--- src/hdl/baro_pkg.sv ---
// Shared types, constants and helpers for the barometer compensation block.
// No dependencies; used by baro_div and barometer_raw_compensation_top.

package baro_pkg;

    localparam int C_WORD_W = 32;
    localparam int C_RAW_W  = 19;
    localparam int C_OSS    = 0;    // oversampling setting, 0..3

    // APB register map, index = paddr[4:2]
    localparam int C_ADDR_W = 5;
    typedef enum logic [2:0] {
        REG_CAL_A1   = 3'd0,
        REG_CAL_A2   = 3'd1,
        REG_CAL_A3   = 3'd2,
        REG_CAL_A4   = 3'd3,
        REG_BIAS_ONE = 3'd4,
        REG_BIAS_TWO = 3'd5,
        REG_TEMP_OG  = 3'd6,
        REG_TEMP_CRV = 3'd7
    } t_reg_idx;

    typedef enum logic {
        OP_TEMP  = 1'b0,
        OP_PRESS = 1'b1
    } t_opcode;

    localparam logic [C_WORD_W-1:0] C_B6_OFFSET = 32'd4000;
    localparam logic [C_WORD_W-1:0] C_B4_BIAS   = 32'd32768;
    localparam logic [C_WORD_W-1:0] C_B7_SCALE  = 32'(50000 >> C_OSS);
    localparam logic [C_WORD_W-1:0] C_K1        = 32'd3038;
    localparam logic [C_WORD_W-1:0] C_K2        = 32'hFFFF_E343;  // -7357
    localparam logic [C_WORD_W-1:0] C_K3        = 32'd3791;
    localparam logic [C_WORD_W-1:0] C_ROUND_T   = 32'd8;
    localparam logic [C_WORD_W-1:0] C_ROUND_P   = 32'd2;

    typedef enum logic [16:0] {
        S_IDLE  = 17'b00000000000000001,
        S_T_MUL = 17'b00000000000000010,
        S_T_DEN = 17'b00000000000000100,
        S_T_DIV = 17'b00000000000001000,
        S_P_SQ  = 17'b00000000000010000,
        S_P_X1  = 17'b00000000000100000,
        S_P_X2  = 17'b00000000001000000,
        S_P_B3  = 17'b00000000010000000,
        S_P_B1  = 17'b00000000100000000,
        S_P_X3  = 17'b00000001000000000,
        S_P_B4  = 17'b00000010000000000,
        S_P_CHK = 17'b00000100000000000,
        S_P_DIV = 17'b00001000000000000,
        S_P_C1  = 17'b00010000000000000,
        S_P_C2  = 17'b00100000000000000,
        S_P_FIN = 17'b01000000000000000,
        S_OUT   = 17'b10000000000000000
    } t_state;

    function automatic logic [C_WORD_W-1:0] f_asr(input logic [C_WORD_W-1:0] v,
                                                  input int unsigned n);
        f_asr = C_WORD_W'($signed(v) >>> n);
    endfunction

    function automatic logic [C_WORD_W-1:0] f_sx16(input logic [15:0] v);
        f_sx16 = {{(C_WORD_W-16){v[15]}}, v};
    endfunction

endpackage

--- src/hdl/baro_div.sv ---
// Radix-2 restoring unsigned divider, one quotient bit per cycle.
// Uses baro_pkg for the default word width.

module baro_div #(
    parameter int W = baro_pkg::C_WORD_W
) (
    input  logic         i_clk,
    input  logic         i_rst_n,
    input  logic         i_start,
    input  logic [W-1:0] i_num,
    input  logic [W-1:0] i_den,
    output logic         o_done,
    output logic [W-1:0] o_quo
);
    import baro_pkg::*;

    localparam int CNT_W = $clog2(W + 1);

    logic [W-1:0]     r_rem;
    logic [W-1:0]     r_quo;
    logic [W-1:0]     r_den;
    logic [CNT_W-1:0] r_cnt;
    logic             r_busy;
    logic             r_done;

    logic [W:0] w_shift;
    logic [W:0] w_diff;
    logic       w_ge;

    assign w_shift = {r_rem, r_quo[W-1]};
    assign w_diff  = w_shift - {1'b0, r_den};
    assign w_ge    = (w_shift >= {1'b0, r_den});

    always_ff @(posedge i_clk) begin
        if (!i_rst_n) begin
            r_busy <= 1'b0;
            r_done <= 1'b0;
            r_cnt  <= '0;
        end else begin
            r_done <= 1'b0;
            if (i_start) begin
                r_busy <= 1'b1;
                r_cnt  <= CNT_W'(W);
            end else if (r_busy) begin
                r_cnt <= r_cnt - 1'b1;
                if (r_cnt == CNT_W'(1)) begin
                    r_busy <= 1'b0;
                    r_done <= 1'b1;
                end
            end
        end
    end

    always_ff @(posedge i_clk) begin
        if (i_start) begin
            r_rem <= '0;
            r_quo <= i_num;
            r_den <= i_den;
        end else if (r_busy) begin
            r_rem <= w_ge ? w_diff[W-1:0] : w_shift[W-1:0];
            r_quo <= {r_quo[W-2:0], w_ge};
        end
    end

    assign o_done = r_done;
    assign o_quo  = r_quo;

endmodule

--- src/hdl/barometer_raw_compensation_top.sv ---
// Barometer raw-reading compensation: sequencer, shared multiplier, APB registers.
// Depends on baro_pkg and baro_div.
//
//  channel   | dir | handshake                 | payload
//  ----------+-----+---------------------------+----------------------------------
//  s_*       | in  | s_tvalid / s_tready       | tdata: raw_reading; tuser: opcode
//  m_*       | out | m_tvalid / m_tready       | tdata: compensated;
//            |     |                           | tuser: is_pressure, divide_fault
//  APB       | in  | psel & penable & pwrite   | paddr[4:2] selects register
//
//  A temperature item runs through the S_T_* states and a pressure item through the
//  S_P_* states, both ending in S_OUT; the divider, skipped on a zero divisor, takes
//  32 steps, and the other states share the single 32x32 multiplier. One item is
//  worked on at a time; s_tready is high only while the sequencer is idle. A finished
//  result sits in the output register while the next item is accepted; if it has not
//  been taken when the next result is ready, the sequencer holds. Reset clears the APB
//  registers, the output valid and the stored B5 to zero.

module barometer_raw_compensation_top (
    input  logic                              i_clk,
    input  logic                              i_rst_n,
    // input items
    input  logic                              s_tvalid,
    output logic                              s_tready,
    input  logic [23:0]                       s_tdata,   // [18:0] raw_reading
    input  logic [0:0]                        s_tuser,   // [0] opcode
    // result items
    output logic                              m_tvalid,
    input  logic                              m_tready,
    output logic [baro_pkg::C_WORD_W-1:0]     m_tdata,   // [31:0] compensated
    output logic [1:0]                        m_tuser,   // [0] is_pressure, [1] divide_fault
    // configuration
    input  logic                              psel,
    input  logic                              penable,
    input  logic                              pwrite,
    input  logic [baro_pkg::C_ADDR_W-1:0]     paddr,
    input  logic [31:0]                       pwdata,
    output logic [31:0]                       prdata,
    output logic                              pready
);
    import baro_pkg::*;

    // configuration registers
    logic [15:0] r_cal_a1, r_cal_a2, r_cal_a3, r_cal_a4, r_bias_one, r_bias_two;
    logic [31:0] r_temp_og, r_temp_crv;
    t_reg_idx    w_idx;

    assign pready = 1'b1;
    assign w_idx  = t_reg_idx'(paddr[4:2]);

    always_ff @(posedge i_clk) begin
        if (!i_rst_n) begin
            r_cal_a1   <= '0;
            r_cal_a2   <= '0;
            r_cal_a3   <= '0;
            r_cal_a4   <= '0;
            r_bias_one <= '0;
            r_bias_two <= '0;
            r_temp_og  <= '0;
            r_temp_crv <= '0;
        end else if (psel && penable && pwrite) begin
            case (w_idx)
                REG_CAL_A1:   r_cal_a1   <= pwdata[15:0];
                REG_CAL_A2:   r_cal_a2   <= pwdata[15:0];
                REG_CAL_A3:   r_cal_a3   <= pwdata[15:0];
                REG_CAL_A4:   r_cal_a4   <= pwdata[15:0];
                REG_BIAS_ONE: r_bias_one <= pwdata[15:0];
                REG_BIAS_TWO: r_bias_two <= pwdata[15:0];
                REG_TEMP_OG:  r_temp_og  <= pwdata;
                REG_TEMP_CRV: r_temp_crv <= pwdata;
                default: ;
            endcase
        end
    end

    always_comb begin
        case (w_idx)
            REG_CAL_A1:   prdata = {16'b0, r_cal_a1};
            REG_CAL_A2:   prdata = {16'b0, r_cal_a2};
            REG_CAL_A3:   prdata = {16'b0, r_cal_a3};
            REG_CAL_A4:   prdata = {16'b0, r_cal_a4};
            REG_BIAS_ONE: prdata = {16'b0, r_bias_one};
            REG_BIAS_TWO: prdata = {16'b0, r_bias_two};
            REG_TEMP_OG:  prdata = r_temp_og;
            REG_TEMP_CRV: prdata = r_temp_crv;
            default:      prdata = '0;
        endcase
    end

    // sequencer and datapath registers
    t_state               r_state;
    logic                 r_op;
    logic [C_RAW_W-1:0]   r_raw;
    logic [C_WORD_W-1:0]  r_ti;      // stored B5
    logic [C_WORD_W-1:0]  r_prod;
    logic [C_WORD_W-1:0]  r_x1, r_b6, r_sq, r_b3, r_x3, r_b7, r_p;
    logic                 r_neg;
    logic                 r_dbl;
    logic [C_WORD_W-1:0]  r_res;
    logic                 r_fault;
    logic                 r_m_valid;
    logic [C_WORD_W-1:0]  r_m_data;
    logic [1:0]           r_m_user;

    // shared multiplier
    logic [C_WORD_W-1:0] w_ma, w_mb, w_prod;

    // divider hookup
    logic                w_div_start;
    logic [C_WORD_W-1:0] w_div_num, w_div_den, w_quo;
    logic                w_div_done;

    // derived values
    logic [C_WORD_W-1:0] w_ac5, w_ac6, w_mc, w_md;
    logic [C_WORD_W-1:0] w_t_x1, w_den, w_num_t, w_q_t, w_b5;
    logic [C_WORD_W-1:0] w_b6, w_sq, w_x3a, w_b3, w_b4, w_p, w_p8;

    assign w_ac5 = {16'b0, r_temp_og[15:0]};
    assign w_ac6 = {16'b0, r_temp_og[31:16]};
    assign w_mc  = f_sx16(r_temp_crv[31:16]);
    assign w_md  = f_sx16(r_temp_crv[15:0]);

    assign w_t_x1  = f_asr(r_prod, 15);
    assign w_den   = w_t_x1 + w_md;
    assign w_num_t = w_mc << 11;
    assign w_q_t   = r_neg ? (C_WORD_W'(0) - w_quo) : w_quo;
    assign w_b5    = r_x1 + w_q_t;

    assign w_b6  = r_ti - C_B6_OFFSET;
    assign w_sq  = f_asr(r_prod, 12);
    assign w_x3a = r_x1 + f_asr(r_prod, 11);
    assign w_b3  = f_asr((((f_sx16(r_cal_a1) << 2) + w_x3a) << C_OSS) + C_ROUND_P, 2);
    assign w_b4  = r_prod >> 15;
    assign w_p   = r_dbl ? (w_quo << 1) : w_quo;
    assign w_p8  = f_asr(w_p, 8);

    always_comb begin
        w_ma = '0;
        w_mb = '0;
        case (r_state)
            S_T_MUL: begin
                w_ma = {16'b0, r_raw[15:0]} - w_ac6;
                w_mb = w_ac5;
            end
            S_P_SQ: begin
                w_ma = w_b6;
                w_mb = w_b6;
            end
            S_P_X1: begin
                w_ma = f_sx16(r_bias_two);
                w_mb = w_sq;
            end
            S_P_X2: begin
                w_ma = f_sx16(r_cal_a2);
                w_mb = r_b6;
            end
            S_P_B3: begin
                w_ma = f_sx16(r_cal_a3);
                w_mb = r_b6;
            end
            S_P_B1: begin
                w_ma = f_sx16(r_bias_one);
                w_mb = r_sq;
            end
            S_P_X3: begin
                w_ma = C_WORD_W'(r_raw) - r_b3;
                w_mb = C_B7_SCALE;
            end
            S_P_B4: begin
                w_ma = {16'b0, r_cal_a4};
                w_mb = r_x3 + C_B4_BIAS;
            end
            S_P_DIV: begin
                w_ma = w_p8;
                w_mb = w_p8;
            end
            S_P_C1: begin
                w_ma = r_prod;
                w_mb = C_K1;
            end
            S_P_C2: begin
                w_ma = C_K2;
                w_mb = r_p;
            end
            default: ;
        endcase
    end

    assign w_prod = C_WORD_W'(w_ma * w_mb);

    always_comb begin
        w_div_start = 1'b0;
        w_div_num   = '0;
        w_div_den   = '0;
        case (r_state)
            S_T_DEN: begin
                w_div_start = (w_den != '0);
                w_div_num   = w_num_t[C_WORD_W-1] ? (C_WORD_W'(0) - w_num_t) : w_num_t;
                w_div_den   = w_den[C_WORD_W-1] ? (C_WORD_W'(0) - w_den) : w_den;
            end
            S_P_CHK: begin
                w_div_start = (w_b4 != '0);
                w_div_num   = r_b7[C_WORD_W-1] ? r_b7 : (r_b7 << 1);
                w_div_den   = w_b4;
            end
            default: ;
        endcase
    end

    baro_div #(
        .W (C_WORD_W)
    ) u_div (
        .i_clk   (i_clk),
        .i_rst_n (i_rst_n),
        .i_start (w_div_start),
        .i_num   (w_div_num),
        .i_den   (w_div_den),
        .o_done  (w_div_done),
        .o_quo   (w_quo)
    );

    assign s_tready = (r_state == S_IDLE);

    always_ff @(posedge i_clk) begin
        if (!i_rst_n) begin
            r_state   <= S_IDLE;
            r_ti      <= '0;
            r_m_valid <= 1'b0;
        end else begin
            // load a new result when the output register is free, else drop a taken one
            if (r_state == S_OUT && (!r_m_valid || m_tready)) begin
                r_m_valid <= 1'b1;
            end else if (m_tready) begin
                r_m_valid <= 1'b0;
            end
            case (r_state)
                S_IDLE: begin
                    if (s_tvalid) begin
                        r_state <= (t_opcode'(s_tuser[0]) == OP_PRESS) ? S_P_SQ : S_T_MUL;
                    end
                end
                S_T_MUL: r_state <= S_T_DEN;
                S_T_DEN: r_state <= (w_den == '0) ? S_OUT : S_T_DIV;
                S_T_DIV: begin
                    if (w_div_done) begin
                        r_ti    <= w_b5;
                        r_state <= S_OUT;
                    end
                end
                S_P_SQ:  r_state <= S_P_X1;
                S_P_X1:  r_state <= S_P_X2;
                S_P_X2:  r_state <= S_P_B3;
                S_P_B3:  r_state <= S_P_B1;
                S_P_B1:  r_state <= S_P_X3;
                S_P_X3:  r_state <= S_P_B4;
                S_P_B4:  r_state <= S_P_CHK;
                S_P_CHK: r_state <= (w_b4 == '0) ? S_OUT : S_P_DIV;
                S_P_DIV: begin
                    if (w_div_done) begin
                        r_state <= S_P_C1;
                    end
                end
                S_P_C1:  r_state <= S_P_C2;
                S_P_C2:  r_state <= S_P_FIN;
                S_P_FIN: r_state <= S_OUT;
                S_OUT: begin
                    // hold until the output register is free
                    if (!r_m_valid || m_tready) begin
                        r_state <= S_IDLE;
                    end
                end
                default: r_state <= S_IDLE;
            endcase
        end
    end

    // payload registers
    always_ff @(posedge i_clk) begin
        r_prod <= w_prod;
        case (r_state)
            S_IDLE: begin
                r_op    <= s_tuser[0];
                r_raw   <= s_tdata[C_RAW_W-1:0];
                r_res   <= '0;
                r_fault <= 1'b0;
            end
            S_T_DEN: begin
                r_x1  <= w_t_x1;
                r_neg <= w_num_t[C_WORD_W-1] ^ w_den[C_WORD_W-1];
                if (w_den == '0) begin
                    r_res   <= '0;
                    r_fault <= 1'b1;
                end
            end
            S_T_DIV: r_res <= f_asr(w_b5 + C_ROUND_T, 4);
            S_P_SQ:  r_b6  <= w_b6;
            S_P_X1:  r_sq  <= w_sq;
            S_P_X2:  r_x1  <= f_asr(r_prod, 11);
            S_P_B3:  r_b3  <= w_b3;
            S_P_B1:  r_x1  <= f_asr(r_prod, 13);
            S_P_X3:  r_x3  <= f_asr(r_x1 + f_asr(r_prod, 16) + C_ROUND_P, 2);
            S_P_B4:  r_b7  <= r_prod;
            S_P_CHK: begin
                r_dbl <= r_b7[C_WORD_W-1];
                if (w_b4 == '0) begin
                    r_res   <= '0;
                    r_fault <= 1'b1;
                end
            end
            S_P_DIV: r_p  <= w_p;
            S_P_C2:  r_x1 <= f_asr(r_prod, 16);
            S_P_FIN: r_res <= r_p + f_asr(r_x1 + f_asr(r_prod, 16) + C_K3, 4);
            S_OUT: begin
                if (!r_m_valid || m_tready) begin
                    r_m_data <= r_res;
                    r_m_user <= {r_fault, r_op};
                end
            end
            default: ;
        endcase
    end

    assign m_tvalid = r_m_valid;
    assign m_tdata  = r_m_data;
    assign m_tuser  = r_m_user;

endmodule

--- config.mk ---
export PLATFORM = sky130hd
export DESIGN_NAME = barometer_raw_compensation_top
export DESIGN_NICKNAME = d
export VERILOG_FILES = /design/src/hdl/baro_pkg.sv /design/src/hdl/baro_div.sv /design/src/hdl/barometer_raw_compensation_top.sv
export SDC_FILE = /design/constraint.sdc
export NUM_CORES = 2
export LEC_CHECK = 0
export BUFFER_PORTS_ARGS = -buffer_cell sky130_fd_sc_hd__clkbuf_2
export CORE_MARGIN = 3
export CORE_UTILIZATION = 58
export CTS_CLUSTER_DIAMETER = 120
export DETAILED_ROUTE_END_ITERATION = 12
export GPL_ROUTABILITY_DRIVEN = 1
export PLACE_DENSITY = 0.76
export RECOVER_POWER = 50
export SLEW_MARGIN = 0
export SYNTH_ARGS = -nofsm -noshare
export SYNTH_HDL_FRONTEND = slang
export SYNTH_SLANG_ARGS = --single-unit
--- constraint.sdc ---
create_clock -name i_clk -period 17.3 [get_ports i_clk]
set_input_delay 2.595 -clock i_clk [delete_from_list [all_inputs] [get_ports i_clk]]
set_output_delay 2.595 -clock i_clk [all_outputs]
set_load 0.02 [all_outputs]
==> out/results.md <==
| Quantity | Reported | Unit |
|---|---|---|
| Startpoint type of the worst setup path | flip-flop | - |
| Initial standard-cell utilization of the core | 58.73 | % |
| Placeable core region | 92080 | um^2 |
| Master of the slowest instance on the critical path | sky130_fd_sc_hd__clkbuf_1 | - |
| Max-cap violations | 21 | - |
| Sequential cell area fraction in the yosys report | 29.15 | % |
| Total area of multi-input combinational cells | 34550 | um^2 |
| Relative contribution of sequential cells to total power | 44.1 | % |
| Cts bufs inserted | 68 | - |
| Detailed-route vias per instance | 6.312 | - |
| Power density over the cells | 64.10 | nW/um^2 |
| All-layer global routing usage | 37.51 | % |
| Met1 routing resource usage after global routing | 50.28 | % |
| Number of synthesized flops with an enable pin | 337 | - |
| Global-route wire length before repair | 275900 | um |
| Worst Setup Slack post-DPL | 5504 | ps |
| Die area | 96940 | um^2 |
| Worst reg-to-reg setup slack | 3000 | ps |
| Die W | 311.4 | um |
| Register-to-Register Path Depth | 35 | - |
| Share of the clock period used by the worst path | 82.63 | % |
| Global Route met3 Usage | 12.68 | % |
| Clock network power share | 39.4 | % |
| Starting DRC count in detailed routing | 6310 | - |
| Die outline height | 311.4 | um |
| Filler instances | 7780 | - |
| Syn Nets | 6853 | - |
| Highest cell delay on the worst timing path | 1950 | ps |
| Crit Reg-Reg Endpoint | r_prod[31] | - |
| Post-synthesis to final-layout area growth | 7.281 | % |
| Mean post-synth cell area | 8.971 | um^2 |
| Start point of the critical path | r_state[4] | - |
| Int Power | 2653 | uW |
| Clock period minus worst slack | 14300 | ps |
| Leading cell types in the layout, fill and taps excluded | 807 x sky130_fd_sc_hd__nand2_1, 688 x sky130_fd_sc_hd__inv_1, 581 x sky130_fd_sc_hd__nor2_1, 435 x sky130_fd_sc_hd__fa_1, 395 x sky130_fd_sc_hd__a21oi_1 | - |
| Setup crit end kind | flip-flop | - |
| Post-detailed-routing wire length | 184500 | um |
| Initial antenna violation count | 5 | - |
| Gpl congestion | 0.9802 | - |
| Post-cts gate resize count | 0 | - |
| Combinational share of power | 16.5 | % |
| Core utilization of the finished layout | 63.01 | % |
| Final setup TNS | 0 | ps |
| Leading cell type in the layout, fill and taps excluded | sky130_fd_sc_hd__nand2_1 | - |
| Detailed-routing iteration count for the pre-antenna-repair pass | 9 | - |
| Total via count in the routed design | 46319 | - |
| Cell leakage power | 0.02410 | uW |
| Flop and latch count out of synthesis | 619 | - |
| Post-Synthesis Cells | 6028 | - |
| Final number of max-transition violations | 714 | - |
| H-tree depth | 3 | - |
| Post-route setup slack | 3005 | ps |
| Switching Share | 28.67 | % |
| Ys async rst share | 0 | % |
| Cell seen most often among critical-path stages | sky130_fd_sc_hd__xnor2_1 | - |
| Synth Flop Type | sky130_fd_sc_hd__edfxtp_1 | - |
| Relative max-transition margin | -224.6 | % |
| Number of buffers between clock root and the deepest sink | 3 | - |
| Worst setup path class | flip-flop to flip-flop | - |
| Min-Delay Path Class | flip-flop to flip-flop | - |
| Area share of the leading cell type in the synthesized netlist | 18.71 | % |
| # nets final | 6865 | - |
| Remaining DRCs | 0 | - |
| Proportion of layout cells with a drive suffix above 1 | 6.858 | % |
| Pin count of the biggest net entering global routing | 124 | - |
| Cell types occupying the most area after synthesis | sky130_fd_sc_hd__edfxtp_1 19%, sky130_fd_sc_hd__fa_1 16%, sky130_fd_sc_hd__dfxtp_1 10% | - |
| Number of buffers added for setup after CTS | 0 | - |
| Num rows | 111 | - |
| Average wire per standard cell | 25.14 | um |
| Setup repair after global routing missed its margin | no | - |
| CTS tree | built | - |
| Clock-pin slew on the worst setup and hold paths | 60 | ps |
| Setup violators final | 0 | - |
| Maximum fanout encountered on the critical timing path | 43 | - |
| Slew @ Worst Pin | 4842 | ps |
| Setup crit end | r_prod[31] | - |
| Total grt overflow | 0 | - |
| I/O pin cnt | 138 | - |
| Number of warnings issued by yosys | 0 | - |
| Maximum clock frequency | 0.06995 | GHz |
| Data required, critical path | 17830 | ps |
| Sequential cell area | 15770 | um^2 |
| Vias in the first global route | 45078 | - |
| Source-to-sink clock delay at the later pin of the worst-skew pair | 650 | ps |
| Data arrival time of the critical path | 14830 | ps |
| Most used routing layer | met2 | - |
| CTS root buf | sky130_fd_sc_hd__clkbuf_16 | - |
| Failing checks | max-capacitance violations, max-slew violations | - |
| Num Clock Sinks | 619 | - |
| Launch point of the worst reg-to-reg path | r_state[4] | - |
| Met2 Usage GRT | 54.09 | % |
| Number of buffers inserted for hold repair after clock tree synthesis | 0 | - |
| Count of final hold-check violations | 0 | - |
| Cell type with the highest aggregate area in the netlist | sky130_fd_sc_hd__edfxtp_1 | - |
| Post-detailed-route count of antenna-violating nets | 0 | - |
| Worst ir drop on vdd | 0.1039 | mV |
| Skew final | 38.54 | ps |
| Start point of the worst hold path | r_res[15] | - |
| Total half-perimeter wirelength after legalization and detailed placement | 138300 | um |
| Psw | 1066 | uW |
| # port buffers | 129 | - |
| Antenna diode count | 0 | - |
| Outcome | complete, but fails checks | - |
| Cell area after synthesis | 54080 | um^2 |
| Number of distinct library cells after synthesis | 106 | - |
## power by group through the flow
stage                     Clock [uW]  Combinational (uW)  Sequential, uW
after floorplan                    0                 415            1660
after global placement             0                 585            1670
after detailed placement           0                 597            1670
after CTS                       1470                 601            1640
after global routing            1530                 661            1640
final                           1470                 614            1640
## routing by layer
layer | vias to the layer above | share of wire, % | wire length [um]
met1 | 22193 | 38 | 69880
met5 | - | 0.067 | 124
met2 | 3015 | 41 | 75870
met4 | 14 | 6.2 | 11510
li1 | 20513 | - | -
met3 | 584 | 15 | 27070
## per-stage QoR
stage          total power (uW)  hold WS, ps  cells  instance area [um^2]
2_1_floorplan              2074        400.1   6028                 54080
3_3_place_gp               2251        400.3   7213                 56070
3_5_place_dp               2265        404.5   7213                 56070
4_1_cts                    3713        413.2   7338                 58280
5_1_grt                    3834        421.5   7338                 58020
6_report                   3719        413.2   7338                 58020
## kinds of logic after synthesis
family | after synthesis | share of synthesized area [%]
buffers and inverters | 994 | 7.089
adders and majority gates | 756 | 23.53
other | 2 | 0.01389
xor gates and xnor gates | 378 | 6.249
and+or+nand+nor | 1956 | 16.46
muxes | 131 | 2.679
DFF | 619 | 29.15
AOI/OAI and AO/OA | 1192 | 14.83
## worst max-delay path, delay by kind of cell (launching register included)
family	cells	cell delay, ps
buf+inv	7	3860
flops	1	360
compound gates	1	340
fa+ha+maj	8	3930
xor+xnor	14	2990
simple gates	5	2640
## final cells by class
| cell class | count | area share [%] |
|---|---|---|
| multi-input combinational | 4415 | 59.55 |
| clock buffer | 102 | 3.431 |
| inverter | 692 | 4.481 |
| clock inverter | 23 | 0.3645 |
| sequential | 619 | 27.18 |
| timing repair buffer | 244 | 2.321 |
| tap | 1243 | 2.681 |
## cell usage after synthesis (all sizes together) (53+ instances only)
cell type  number
nand2         808
inv           690
nor2          585
fa            435
a21oi         397
edfxtp        337
ha            321
dfxtp         282
xnor2         265
clkbuf        243
o21ai         159
xor2          108
nand2b         76
nor3           76
nand3          75
a21o           70
mux2i          66
mux2           60
buf            59
a222oi         57
a211oi         53
## worst min-delay path by stage
| stage | end | slack (ps) | cells past startpoint |
|---|---|---|---|
| CTS | m_tdata[15] | 410 | 0 |
| global route | m_tdata[5] | 420 | 0 |
| floorplan | r_b7[3] | 400 | 0 |
| finish | m_tdata[15] | 410 | 0 |
| global placement | m_tdata[10] | 400 | 0 |
| detailed placement | m_tdata[8] | 400 | 0 |
Note: power is estimated with default switching activity, not from simulation.
